[src/hw/rtl/ttl_hash_cache_tags_top_defines.svh]
// Assertion macros shared by the tag cache RTL.
`ifndef TTL_HASH_CACHE_TAGS_TOP_DEFINES_SVH
`define TTL_HASH_CACHE_TAGS_TOP_DEFINES_SVH

// Condition must hold at every clock edge outside reset.
`define TTL_ASSERT_ALWAYS(label, cond, msg) \
   label: assert property (@(posedge clock) disable iff (reset) (cond)) else $error(msg);

// Same-cycle implication.
`define TTL_ASSERT_IMPL(label, ante, cons, msg) \
   label: assert property (@(posedge clock) disable iff (reset) (ante) |-> (cons)) \
      else $error(msg);

// Next-cycle implication.
`define TTL_ASSERT_NEXT(label, ante, cons, msg) \
   label: assert property (@(posedge clock) disable iff (reset) (ante) |=> (cons)) \
      else $error(msg);

`endif

[src/hw/rtl/ttl_pkg.sv]
// Package: sizes, codes and helpers for the TTL tag cache.
`timescale 1ns / 1ps
package ttl_pkg;

   localparam int SLOTS   = 8;
   localparam int IDX_W   = $clog2(SLOTS);
   localparam int SLOT_W  = 3;
   localparam int HASH_W  = 32;
   localparam int TIME_W  = 63;
   localparam int TTL_W   = 40;
   localparam int ENTRY_W = HASH_W + TIME_W;

   localparam logic [TTL_W-1:0] TTL_RESET = TTL_W'(300000000);

   localparam logic FUNC_LOOKUP = 1'b0;
   localparam logic FUNC_STORE  = 1'b1;

   typedef enum logic [1:0] {
      ST_IDLE,
      ST_SCAN,
      ST_OUT
   } state_type;

   // Low bits of a slot index as carried in a result beat.
   function automatic logic [SLOT_W-1:0] slot_code(input logic [IDX_W-1:0] idx);
      logic [IDX_W+SLOT_W-1:0] wide;
      wide = {{SLOT_W{1'b0}}, idx};
      return wide[SLOT_W-1:0];
   endfunction

endpackage

[src/hw/rtl/ttl_if.sv]
// Request and response channel interfaces of the TTL tag cache.
`timescale 1ns / 1ps
interface ttl_req_if;
   import ttl_pkg::*;
   logic              valid;
   logic              ready;
   logic              func;
   logic [HASH_W-1:0] key_hash;
   logic [TIME_W-1:0] now_time;

   modport source (output valid, output func, output key_hash, output now_time,
                   input ready);
   modport sink   (input valid, input func, input key_hash, input now_time,
                   output ready);
endinterface

interface ttl_rsp_if;
   import ttl_pkg::*;
   logic              valid;
   logic              ready;
   logic              hit;
   logic [SLOT_W-1:0] slot;
   logic              replaced_live;

   modport source (output valid, output hit, output slot, output replaced_live,
                   input ready);
   modport sink   (input valid, input hit, input slot, input replaced_live,
                   output ready);
endinterface

[src/hw/rtl/ttl_ram.sv]
// Generic simple dual-port RAM with registered read.
`timescale 1ns / 1ps
module ttl_ram #(
   parameter int WIDTH = 8,
   parameter int DEPTH = 8
) (
   input  logic                     clock,
   input  logic                     wr_en,
   input  logic [$clog2(DEPTH)-1:0] wr_addr,
   input  logic [WIDTH-1:0]         wr_data,
   input  logic                     rd_en,
   input  logic [$clog2(DEPTH)-1:0] rd_addr,
   output logic [WIDTH-1:0]         rd_data
);

   logic [WIDTH-1:0] mem_ff [DEPTH];

   always_ff @(posedge clock) begin
      if (wr_en) begin
         mem_ff[wr_addr] <= wr_data;
      end
      if (rd_en) begin
         rd_data <= mem_ff[rd_addr];
      end
   end

endmodule

[src/hw/rtl/ttl_hash_cache_tags_top.sv]
// Flow: a store into an empty slot writes it on accept and goes straight to the result beat;
// lookup and store into a full table walk the tag RAM one slot per cycle through
// its single read port, a lookup stopping at the first live match.
// Requests: one item at a time, req ready only in idle; the result register may wait
// on rsp ready before the next accept.
// Reset: synchronous, clears all valid bits and the result beat, loads the TTL
// register with 300000000; the tag RAM itself keeps no reset.
`timescale 1ns / 1ps
`include "ttl_hash_cache_tags_top_defines.svh"
module ttl_hash_cache_tags_top (
   input  logic                     clock,
   input  logic                     reset,
   ttl_req_if.sink                  req_chan,
   ttl_rsp_if.source                rsp_chan,
   input  logic                     csr_valid,
   output logic                     csr_ready,
   input  logic [ttl_pkg::TTL_W-1:0] csr_data
);
   import ttl_pkg::*;

   state_type         state_ff, state_in;
   logic              func_ff, func_in;
   logic [HASH_W-1:0] key_ff, key_in;
   logic [TIME_W-1:0] now_ff, now_in;
   logic [IDX_W:0]    issue_ff, issue_in;
   logic              cmp_valid_ff, cmp_valid_in;
   logic [IDX_W-1:0]  cmp_idx_ff, cmp_idx_in;
   logic [IDX_W-1:0]  best_idx_ff, best_idx_in;
   logic [TIME_W-1:0] best_time_ff, best_time_in;
   logic              res_hit_ff, res_hit_in;
   logic [SLOT_W-1:0] res_slot_ff, res_slot_in;
   logic              res_repl_ff, res_repl_in;
   logic [SLOTS-1:0]  valid_ff, valid_in;
   logic [TTL_W-1:0]  ttl_ff, ttl_in;
   logic              rsp_valid_ff, rsp_valid_in;
   logic              rsp_hit_ff, rsp_hit_in;
   logic [SLOT_W-1:0] rsp_slot_ff, rsp_slot_in;
   logic              rsp_repl_ff, rsp_repl_in;

   logic               ram_wr_en, ram_rd_en;
   logic [IDX_W-1:0]   ram_wr_addr, ram_rd_addr;
   logic [ENTRY_W-1:0] ram_wr_data, ram_rd_data;

   logic [HASH_W-1:0] rd_hash;
   logic [TIME_W-1:0] rd_time;
   logic [TIME_W:0]   expire_at;
   logic              live_match, older, cmp_last, any_free;
   logic [IDX_W-1:0]  free_idx, pick_idx;

   ttl_ram #(
      .WIDTH (ENTRY_W),
      .DEPTH (SLOTS)
   ) u_tag_ram (
      .clock   (clock),
      .wr_en   (ram_wr_en),
      .wr_addr (ram_wr_addr),
      .wr_data (ram_wr_data),
      .rd_en   (ram_rd_en),
      .rd_addr (ram_rd_addr),
      .rd_data (ram_rd_data)
   );

   assign rd_hash = ram_rd_data[ENTRY_W-1 -: HASH_W];
   assign rd_time = ram_rd_data[TIME_W-1:0];

   // age < ttl is the same as now < stamp + ttl, also when time ran backwards
   assign expire_at  = {1'b0, rd_time} + (TIME_W+1)'(ttl_ff);
   assign live_match = valid_ff[cmp_idx_ff] && (rd_hash == key_ff) && (ttl_ff != '0) &&
                       ({1'b0, now_ff} < expire_at);
   assign older      = (cmp_idx_ff == '0) || (rd_time < best_time_ff);
   assign pick_idx   = older ? cmp_idx_ff : best_idx_ff;
   assign cmp_last   = (cmp_idx_ff == IDX_W'(SLOTS-1));
   assign any_free   = !(&valid_ff);

   always_comb begin
      free_idx = '0;
      for (int i = SLOTS-1; i >= 0; i--) begin
         if (!valid_ff[i]) begin
            free_idx = IDX_W'(i);
         end
      end
   end

   assign req_chan.ready      = (state_ff == ST_IDLE);
   assign csr_ready           = 1'b1;
   assign rsp_chan.valid      = rsp_valid_ff;
   assign rsp_chan.hit        = rsp_hit_ff;
   assign rsp_chan.slot       = rsp_slot_ff;
   assign rsp_chan.replaced_live = rsp_repl_ff;

   always_comb begin
      state_in     = state_ff;
      func_in      = func_ff;
      key_in       = key_ff;
      now_in       = now_ff;
      issue_in     = issue_ff;
      cmp_valid_in = 1'b0;
      cmp_idx_in   = cmp_idx_ff;
      best_idx_in  = best_idx_ff;
      best_time_in = best_time_ff;
      res_hit_in   = res_hit_ff;
      res_slot_in  = res_slot_ff;
      res_repl_in  = res_repl_ff;
      valid_in     = valid_ff;
      ttl_in       = ttl_ff;
      rsp_valid_in = rsp_valid_ff;
      rsp_hit_in   = rsp_hit_ff;
      rsp_slot_in  = rsp_slot_ff;
      rsp_repl_in  = rsp_repl_ff;
      ram_wr_en    = 1'b0;
      ram_wr_addr  = pick_idx;
      ram_wr_data  = {key_ff, now_ff};
      ram_rd_en    = 1'b0;
      ram_rd_addr  = issue_ff[IDX_W-1:0];

      if (csr_valid) begin
         ttl_in = csr_data;
      end

      if (rsp_valid_ff && rsp_chan.ready) begin
         rsp_valid_in = 1'b0;
      end

      case (state_ff)
         ST_IDLE: begin
            if (req_chan.valid) begin
               func_in  = req_chan.func;
               key_in   = req_chan.key_hash;
               now_in   = req_chan.now_time;
               issue_in = '0;
               if (req_chan.func == FUNC_STORE && any_free) begin
                  ram_wr_en          = 1'b1;
                  ram_wr_addr        = free_idx;
                  ram_wr_data        = {req_chan.key_hash, req_chan.now_time};
                  valid_in[free_idx] = 1'b1;
                  res_hit_in         = 1'b0;
                  res_slot_in        = slot_code(free_idx);
                  res_repl_in        = 1'b0;
                  state_in           = ST_OUT;
               end else begin
                  state_in = ST_SCAN;
               end
            end
         end
         ST_SCAN: begin
            // read one slot per cycle, compare it the cycle after
            if (issue_ff < (IDX_W+1)'(SLOTS)) begin
               ram_rd_en    = 1'b1;
               issue_in     = issue_ff + 1'b1;
               cmp_valid_in = 1'b1;
               cmp_idx_in   = issue_ff[IDX_W-1:0];
            end
            if (cmp_valid_ff) begin
               if (func_ff == FUNC_LOOKUP) begin
                  if (live_match) begin
                     res_hit_in  = 1'b1;
                     res_slot_in = slot_code(cmp_idx_ff);
                     res_repl_in = 1'b0;
                     state_in    = ST_OUT;
                  end else if (cmp_last) begin
                     res_hit_in  = 1'b0;
                     res_slot_in = '0;
                     res_repl_in = 1'b0;
                     state_in    = ST_OUT;
                  end
               end else begin
                  // table is full here: track the oldest stamp, ties keep the lower slot
                  if (older) begin
                     best_idx_in  = cmp_idx_ff;
                     best_time_in = rd_time;
                  end
                  if (cmp_last) begin
                     ram_wr_en   = 1'b1;
                     ram_wr_addr = pick_idx;
                     res_hit_in  = 1'b0;
                     res_slot_in = slot_code(pick_idx);
                     res_repl_in = 1'b1;
                     state_in    = ST_OUT;
                  end
               end
            end
         end
         ST_OUT: begin
            if (!rsp_valid_ff || rsp_chan.ready) begin
               rsp_valid_in = 1'b1;
               rsp_hit_in   = res_hit_ff;
               rsp_slot_in  = res_slot_ff;
               rsp_repl_in  = res_repl_ff;
               state_in     = ST_IDLE;
            end
         end
         default: begin
            state_in = ST_IDLE;
         end
      endcase
   end

   always_ff @(posedge clock) begin
      if (reset) begin
         state_ff     <= ST_IDLE;
         issue_ff     <= '0;
         cmp_valid_ff <= 1'b0;
         valid_ff     <= '0;
         ttl_ff       <= TTL_RESET;
         rsp_valid_ff <= 1'b0;
      end else begin
         state_ff     <= state_in;
         issue_ff     <= issue_in;
         cmp_valid_ff <= cmp_valid_in;
         valid_ff     <= valid_in;
         ttl_ff       <= ttl_in;
         rsp_valid_ff <= rsp_valid_in;
      end
   end

   always_ff @(posedge clock) begin
      func_ff      <= func_in;
      key_ff       <= key_in;
      now_ff       <= now_in;
      cmp_idx_ff   <= cmp_idx_in;
      best_idx_ff  <= best_idx_in;
      best_time_ff <= best_time_in;
      res_hit_ff   <= res_hit_in;
      res_slot_ff  <= res_slot_in;
      res_repl_ff  <= res_repl_in;
      rsp_hit_ff   <= rsp_hit_in;
      rsp_slot_ff  <= rsp_slot_in;
      rsp_repl_ff  <= rsp_repl_in;
   end

   `TTL_ASSERT_IMPL(a_write_only_store, ram_wr_en, (state_ff == ST_IDLE && req_chan.func == FUNC_STORE) || (state_ff == ST_SCAN && func_ff == FUNC_STORE), "tag RAM written outside a store")
   `TTL_ASSERT_NEXT(a_written_slot_valid, ram_wr_en, valid_ff[$past(ram_wr_addr)], "written slot not marked valid")
   `TTL_ASSERT_ALWAYS(a_issue_bound, issue_ff <= (IDX_W+1)'(SLOTS), "scan read index ran past the table")
   `TTL_ASSERT_ALWAYS(a_no_rw_overlap, !(ram_wr_en && ram_rd_en), "tag RAM read and write in the same cycle")

endmodule
[src/flat_wrapper.sv]
// flat-port wrapper written by rule: the top's interface ports become plain ports
module ttl_hash_cache_tags_top_flat import ttl_pkg::*;
  (clock, reset, csr_valid, csr_ready, csr_data, req_chan_valid, req_chan_func, req_chan_key_hash, req_chan_now_time, req_chan_ready, rsp_chan_valid, rsp_chan_hit, rsp_chan_slot, rsp_chan_replaced_live, rsp_chan_ready);
  ttl_req_if req_chan_i ();
  ttl_rsp_if rsp_chan_i ();
  input  logic clock;
  input  logic reset;
  input  logic csr_valid;
  output logic csr_ready;
  input  logic [ttl_pkg::TTL_W-1:0] csr_data;
  input wire logic [$bits(req_chan_i.valid)-1:0] req_chan_valid;
  input wire logic [$bits(req_chan_i.func)-1:0] req_chan_func;
  input wire logic [$bits(req_chan_i.key_hash)-1:0] req_chan_key_hash;
  input wire logic [$bits(req_chan_i.now_time)-1:0] req_chan_now_time;
  output wire logic [$bits(req_chan_i.ready)-1:0] req_chan_ready;
  output wire logic [$bits(rsp_chan_i.valid)-1:0] rsp_chan_valid;
  output wire logic [$bits(rsp_chan_i.hit)-1:0] rsp_chan_hit;
  output wire logic [$bits(rsp_chan_i.slot)-1:0] rsp_chan_slot;
  output wire logic [$bits(rsp_chan_i.replaced_live)-1:0] rsp_chan_replaced_live;
  input wire logic [$bits(rsp_chan_i.ready)-1:0] rsp_chan_ready;
  assign req_chan_i.valid = req_chan_valid;
  assign req_chan_i.func = req_chan_func;
  assign req_chan_i.key_hash = req_chan_key_hash;
  assign req_chan_i.now_time = req_chan_now_time;
  assign req_chan_ready = req_chan_i.ready;
  assign rsp_chan_valid = rsp_chan_i.valid;
  assign rsp_chan_hit = rsp_chan_i.hit;
  assign rsp_chan_slot = rsp_chan_i.slot;
  assign rsp_chan_replaced_live = rsp_chan_i.replaced_live;
  assign rsp_chan_i.ready = rsp_chan_ready;
  ttl_hash_cache_tags_top u_core (.clock(clock), .reset(reset), .req_chan(req_chan_i), .rsp_chan(rsp_chan_i), .csr_valid(csr_valid), .csr_ready(csr_ready), .csr_data(csr_data));
endmodule
[config.mk]
export PLATFORM = sky130hd
export DESIGN_NAME = ttl_hash_cache_tags_top_flat
export DESIGN_NICKNAME = d
export VERILOG_FILES = /design/src/hw/rtl/ttl_pkg.sv /design/src/hw/rtl/ttl_if.sv /design/src/hw/rtl/ttl_ram.sv /design/src/hw/rtl/ttl_hash_cache_tags_top.sv /design/src/flat_wrapper.sv
export VERILOG_INCLUDE_DIRS = /design/src /design/src/hw/rtl
export SDC_FILE = /design/constraint.sdc
export NUM_CORES = 1
export LEC_CHECK = 0
export BUFFER_PORTS_ARGS = -buffer_cell sky130_fd_sc_hd__buf_2
export CAP_MARGIN = 5
export CORE_MARGIN = 5
export CORE_UTILIZATION = 55
export DETAILED_ROUTE_END_ITERATION = 10
export PLACE_DENSITY = 0.72
export SLEW_MARGIN = 25
export SYNTH_ARGS = -nofsm -noshare
export SYNTH_HDL_FRONTEND = slang
export SYNTH_SLANG_ARGS = --single-unit
[constraint.sdc]
create_clock -name clock -period 27.7 [get_ports clock]
set_input_delay 2.77 -clock clock [delete_from_list [all_inputs] [get_ports clock]]
set_output_delay 2.77 -clock clock [all_outputs]
set_load 0.1 [all_outputs]
Word level (Yosys, flattened, before mapping). Memories as Yosys holds them, arrays and structs flattened. A register that Yosys moved wholly into a read port is not among the register bits. Cells that the tools add are included.

Output and inout port bits: 8. Register bits: 231. Word-level logic and storage cells: 128. Bits in writable memories: 760. Memories kept: 1. Bits of input ports: 141.

Memories: u_core.u_tag_ram.mem_ff (depth 8, width 95, rd ports 1, clocked after memory_dff 1, wr ports 1, line ttl_ram.sv:16) `logic [WIDTH-1:0] mem_ff [DEPTH];`.

$lt $le $gt $ge: 6. Bitwise operators: 1. $add $sub $neg: 2. Eq/ne operators: 11. Reduce and logical (&&, ||, !) cells: 25. Mux-type cells: 64.

Operators with widths (number): $mux W95 (3); $add A63 B40 Y64 (1); $lt A63 B64 Y1 (1); $lt A63 B63 Y1 (1); $mux W3 (19); $reduce_bool A40 Y1 (1); $eq A32 B32 Y1 (1); $mux W1 (25); $mux W2 (7); $reduce_and A3 Y1 (4); $lt A3 B4 Y1 const B (2); $mux W4 (2); $ne A2 B1 Y1 const B (4); $or A8 B8 Y8 (1); $pmux W4 S2 (1); $reduce_and A4 Y1 (2); $reduce_and A8 Y1 (1); $logic_and A1 B1 Y1 (6); $pmux W1 S2 (3); $pmux W2 S3 (1); $pmux W3 S2 (1); $reduce_and A2 Y1 (3); $reduce_and A6 Y1 (1); $add A4 B1 Y4 const B (1); other kinds (15) (17).

Longest topological paths before layout.
Depth in word-level cells: 13. Mapped depth: 23. Depth with buffers taken out: 22.

Cells and area by module. Synthesis repeated with hierarchy kept, for this count alone.

Cells, all modules: 2828. Area, all modules: 46671.0 um^2.

Modules (own cells, without submodules): ttl_ram (instances 1, cells an instance 1206, area an instance 31390.1 um^2, sequential area each 25674.6 um^2); ttl_hash_cache_tags_top (instances 1, cells an instance 1622, area an instance 15280.9 um^2, sequential area each 6376.1 um^2).

Worst setup path after synthesis. No wires, ideal clock.

Path kind: input-to-reg. Start point: input req_chan_valid. End point: memory u_core.u_tag_ram.mem_ff[5][0] (netlist name) (enable). Arrival time: 14.470 ns. Cell stages on the path: 7. Setup slack: 12.565 ns. Path buffers: 1. Library setup time: 0.665 ns. Data required time: 27.035 ns. Path through: nand2_1 > nor2_1 > nand2_1 > clkbuf_1 > nor2_1 > a31oi_1 > nor3_1.

Cells in the longest elaborated chain, start to end: 4. Elaborated cells between the ends (all ways): 6. Those cells by class: 6 x mux.

RTL lines: from (decl) (line flat_wrapper.sv:11) `input wire logic [$bits(req_chan_i.valid)-1:0] req_chan_valid;`; $mux W1 (line ttl_hash_cache_tags_top.sv:126) `if (req_chan.valid) begin`; $pmux W1 S2 (line ttl_hash_cache_tags_top.sv:124) `case (state_ff)`; $mux W1 (line ttl_ram.sv:19) `if (wr_en) begin`; $mux W1 (not written as such) (line ttl_ram.sv:20) `mem_ff[wr_addr] <= wr_data;`; to (decl) (line ttl_ram.sv:16).

Parallel ways exist; a longest one is shown, timed or not.

Worst setup path after layout.
Start point: register u_core.ttl_ff[0]. End point: register u_core.res_slot_ff[2] (enable).

Cells in the longest elaborated chain, start to end: 5. Elaborated cells between the ends (all ways): 7. Those cells by class: 1 x add/sub; 1 x order compare; 1 x eq/ne; 4 x reduce/logical.

RTL lines: from (decl) (line ttl_hash_cache_tags_top.sv:34) `logic [TTL_W-1:0] ttl_ff, ttl_in;`; from (signal assigned) (line ttl_hash_cache_tags_top.sv:211) `ttl_ff <= ttl_in;`; $add A63 B40 Y64 / $reduce_bool A40 Y1 (equally long branches) (line ttl_hash_cache_tags_top.sv:67, ttl_hash_cache_tags_top.sv:68); $lt A63 B64 Y1 / $logic_and A1 B1 Y1 (equally long branches) (line ttl_hash_cache_tags_top.sv:69, ttl_hash_cache_tags_top.sv:68); $logic_and A1 B1 Y1 (*) (line ttl_hash_cache_tags_top.sv:68) `assign live_match = valid_ff[cmp_idx_ff] && (rd_hash == key_ff) && (ttl_ff != '0) &&`; $ne A3 B1 Y1 (no line) (*); $reduce_and A6 Y1 (no line) (*); to (signal assigned) (line ttl_hash_cache_tags_top.sv:224) `res_slot_ff <= res_slot_in;`; to (decl) (line ttl_hash_cache_tags_top.sv:31) `logic [SLOT_W-1:0] res_slot_ff, res_slot_in;`.

Mark *: on every way between the ends. The rest lies on a longest branch, timed or not. A chain may end at the register's enable or synchronous reset.

==> metrics.md <==
| Metric | Value |
|---|---|
| Worst IR Drop VDD | 0.0584 mV |
| Fin util | 62.1% |
| DIE HEIGHT | 300 microns |
| RD Place Congestion | 0.953 |
| Clock Tree Root | clkbuf_16 |
| Outcome | completed |
| Max-slew headroom | 31.1% |
| Startpoint types | register |
| Most frequent cells after synthesis | 1030 x edfxtp_1, 342 x nand2_1, 192 x mux4_2 |
| Seq/Total Area, Yosys | 69.4% |
| Starting Density | 55.3% |
| Number of global-route vias before repair | 26100 |
| Die Area | 89800 sq um |
| Distinct cells, synth | 75 |
| Max Cap Violations | 0 |
| All-Layer GR Usage | 22.8% |
| EDFF count, synth | 1030 |
| Met1 wire length | 43500 microns |
| Hold_buf cts | 0 |
| Synth Register Bits | 1086 |
| Htree depth | 3 |
| RSZ-0062 raised after global routing | false |
| Setup TNS | 0 ns |
| Avg Vias per Cell | 6.09 |
| Final #Nets | 3256 |
| Clock Skew | 0.0557 ns |
| Average size of a mapped cell | 16.7 sq um |
| Element type at the critical path end | register |
| 1st-pass router iterations | 6 |
| Rows | 106 |
| CP max stage delay | 0.59 ns |
| Die Wd | 300 microns |
| Met2 Routed Length | 51200 microns |
| Cts bufs inserted | 109 |
| Pins Over Slew Limit | 0 |
| CP delay by family, top | compound AO/OA/AOI/OAI gates |
| Post-route clock period utilization | 23.3% |
| CTS tree | built |
| Post-route ant nets | 0 |
| Drt total wl | 103000 microns |
| Asr flop ratio synth | 0% |
| Largest net degree at the start of global routing | 121 |
| Critical-path cell list | ha_1 -> inv_1 -> fa_1 -> nor2b_1 -> o211ai_1 -> a21boi_0 -> o31a_1 -> o211ai_1 -> a21oi_1 -> o21ai_0 -> a311oi_1 -> xnor2_1 -> ha_1 -> nand4_1 -> nor4_1 -> nand4_1 -> a2111oi_0 -> buf_4 -> o32ai_2 -> or3_1 -> and2_1 |
| Post-DP Area | 48200 sq um |
| Leak Pwr | 18.1 nW |
| Routed via count | 25100 |
| Critical path class | register to register |
| Synth Flop Type | edfxtp_1 |
| Post-synth top area share | 67.0% |
| Cell with the most instances after synthesis | edfxtp_1 |
| Mapped cell area | 46200 sq um |
| # resized after CTS | 0 |
| DRT iter0 DRCs | 2333 |
| Share of layout cells above drive strength 1 | 21.6% |
| Hold_ws | 0.445 ns |
| Total power | 3.86 mW |
| Setup violations, final | 0 |
| DRC | 0 |
| IO Count | 149 |
| Synthesized instance count | 2762 |
| Final hold vios | 0 |
| Worst hold-check path type | register to register |
| Ranking of synthesized cells by area | edfxtp_1 67%, mux4_2 9.4%, ha_1 4.5%, nand2_1 2.8%, dfxtp_1 2.4% |
| Sink Count | 1086 |
| First-pass GRT wire length | 157000 microns |
| Buf+Inv Stages, Crit Path | 2 |
| Area grow syn2layout | 12.2% |
| PwrDens | 74.5 nW/um^2 |
| Floorplan Core Area | 83400 sq um |
| Worst Path Max Fanout | 6 |
| Synth warn | 0 |
| Post-Syn Nets | 3069 |
| Setup bufs post-CTS | 0 |
| Least-Margin Pin Slew | 1.03 ns |
| Gr ovfl total | 0 |
| Worst EP required | 28.12 ns |
| Tmin final | 6.46 ns |
| Synth area leader | edfxtp_1 |
| Clock Pin Slew Worst Setup and Hold Paths | 0.06 ns |
| Final HPWL DP | 61500 microns |
| Worst Path Arrival | 6.87 ns |
| Per-cell routed wire length | 25.1 microns |
| Met3 wire length | 7160 microns |
| Highest Signal Layer | met5 |
| Final Instance Area | 51800 sq um |
| FMAX | 155 MHz |
| Clk_lat worst skew | 0.69 ns |
| Clock tree buffer depth | 3 |
| Initial antenna violation count | 2 |
| CP max-delay cell | a2111oi_0 |
| IO Port Bufs | 147 |
[worst register-to-register path, delay by kind of cell (launching register included)]
family / cells / cell delay (ns)
adders and majority gates: 3 / 0.98
DFF: 1 / 0.42
buffers and inverters: 2 / 0.32
AOI/OAI and AO/OA: 9 / 2.43
xor gates and xnor gates: 1 / 0.13
and+or+nand+nor: 6 / 1.94
[metrics by stage]
stage                     instances  setup WS, ns
after global placement         3917         20.87
final                          4120         21.24
after detailed placement       3917         20.76
after CTS                      4118         21.30
after floorplan                2762         12.56
after global routing           4119         20.91
[per-layer routing]
layer | vias up | GRT usage (%)
li1 | 11200 | -
met1 | 12800 | 32.7
met2 | 1000 | 38.4
met3 | 127 | 3.37
met4 | 2 | 4.24
met5 | - | 0
[sequential cells by signal, summed over array words and instances, names as in the netlist, 4 cells and up]
register / flops
u_core.ttl_ff: 40
u_core.best_time_ff: 63
u_core.issue_ff: 4
u_core.now_ff: 63
u_core.u_tag_ram.mem_ff: 760
u_core.u_tag_ram.rd_data: 95
u_core.key_ff: 32
u_core.valid_ff: 8
[cell usage in the layout (no fill, tap or decap), types with 10 or more instances in the layout]
| cell | n |
|---|---|
| edfxtp_1 | 1030 |
| nand2_1 | 341 |
| mux4_2 | 192 |
| ha_1 | 165 |
| buf_2 | 145 |
| clkbuf_16 | 109 |
| mux2_2 | 95 |
| nor2_1 | 91 |
| inv_1 | 79 |
| a21oi_1 | 76 |
| xnor2_1 | 55 |
| a21o_1 | 54 |
| dfxtp_1 | 53 |
| o21ai_0 | 37 |
| xor2_1 | 36 |
| nand4_1 | 35 |
| mux2i_1 | 34 |
| buf_4 | 33 |
| clkinv_1 | 28 |
| clkbuf_1 | 28 |
| nand3_1 | 25 |
| nor4_1 | 22 |
| and3_1 | 19 |
| nor2b_1 | 19 |
| nor3_1 | 17 |
| o21a_1 | 14 |
| nand2b_1 | 13 |
| a211o_1 | 13 |
| a31oi_1 | 12 |
| clkinv_2 | 11 |
| a211oi_1 | 10 |
| bufinv_16 | 10 |
[final cells by class]
cell class                 count  area [sq um]
sequential                  1086         32100
fill                        5794         31600
multi-input combinational   1493         13500
clock buffer                 137          2830
tap                         1080          1350
timing repair buffer         180          1020
clock inverter                64           718
inverter                      79           297
antenna                        1          2.50
[where the power goes]
part | internal [mW] | switching [mW]
registers | 1.91 | 0.0476
logic | 0.182 | 0.271
clock network | 0.825 | 0.622
total | 2.92 | 0.941
[kinds of logic after synthesis]
kind of cell | share of synthesized area [%]
AO/OA/AOI/OAI | 4.19
XOR/XNOR | 1.73
adder cells (fa/ha/maj) | 4.52
buffers and inverters | 1.50
flip-flops | 69.4
multiplexers | 12.4
other | 0.00812
AND/OR/NAND/NOR | 6.20
[worst paths after layout]
check	from	to	depth (start not counted)	slack [ns]
worst max-delay path	u_core.ttl_ff[0]	u_core.res_slot_ff[2]	21	21.24
worst min-delay path	u_core.res_slot_ff[1]	u_core.rsp_chan.slot[1]	0	0.44
worst max register to register	u_core.ttl_ff[0]	u_core.res_slot_ff[2]	21	21.24
worst min register to register	u_core.res_slot_ff[1]	u_core.rsp_chan.slot[1]	0	0.44
Power figures use the tool's default switching activity.
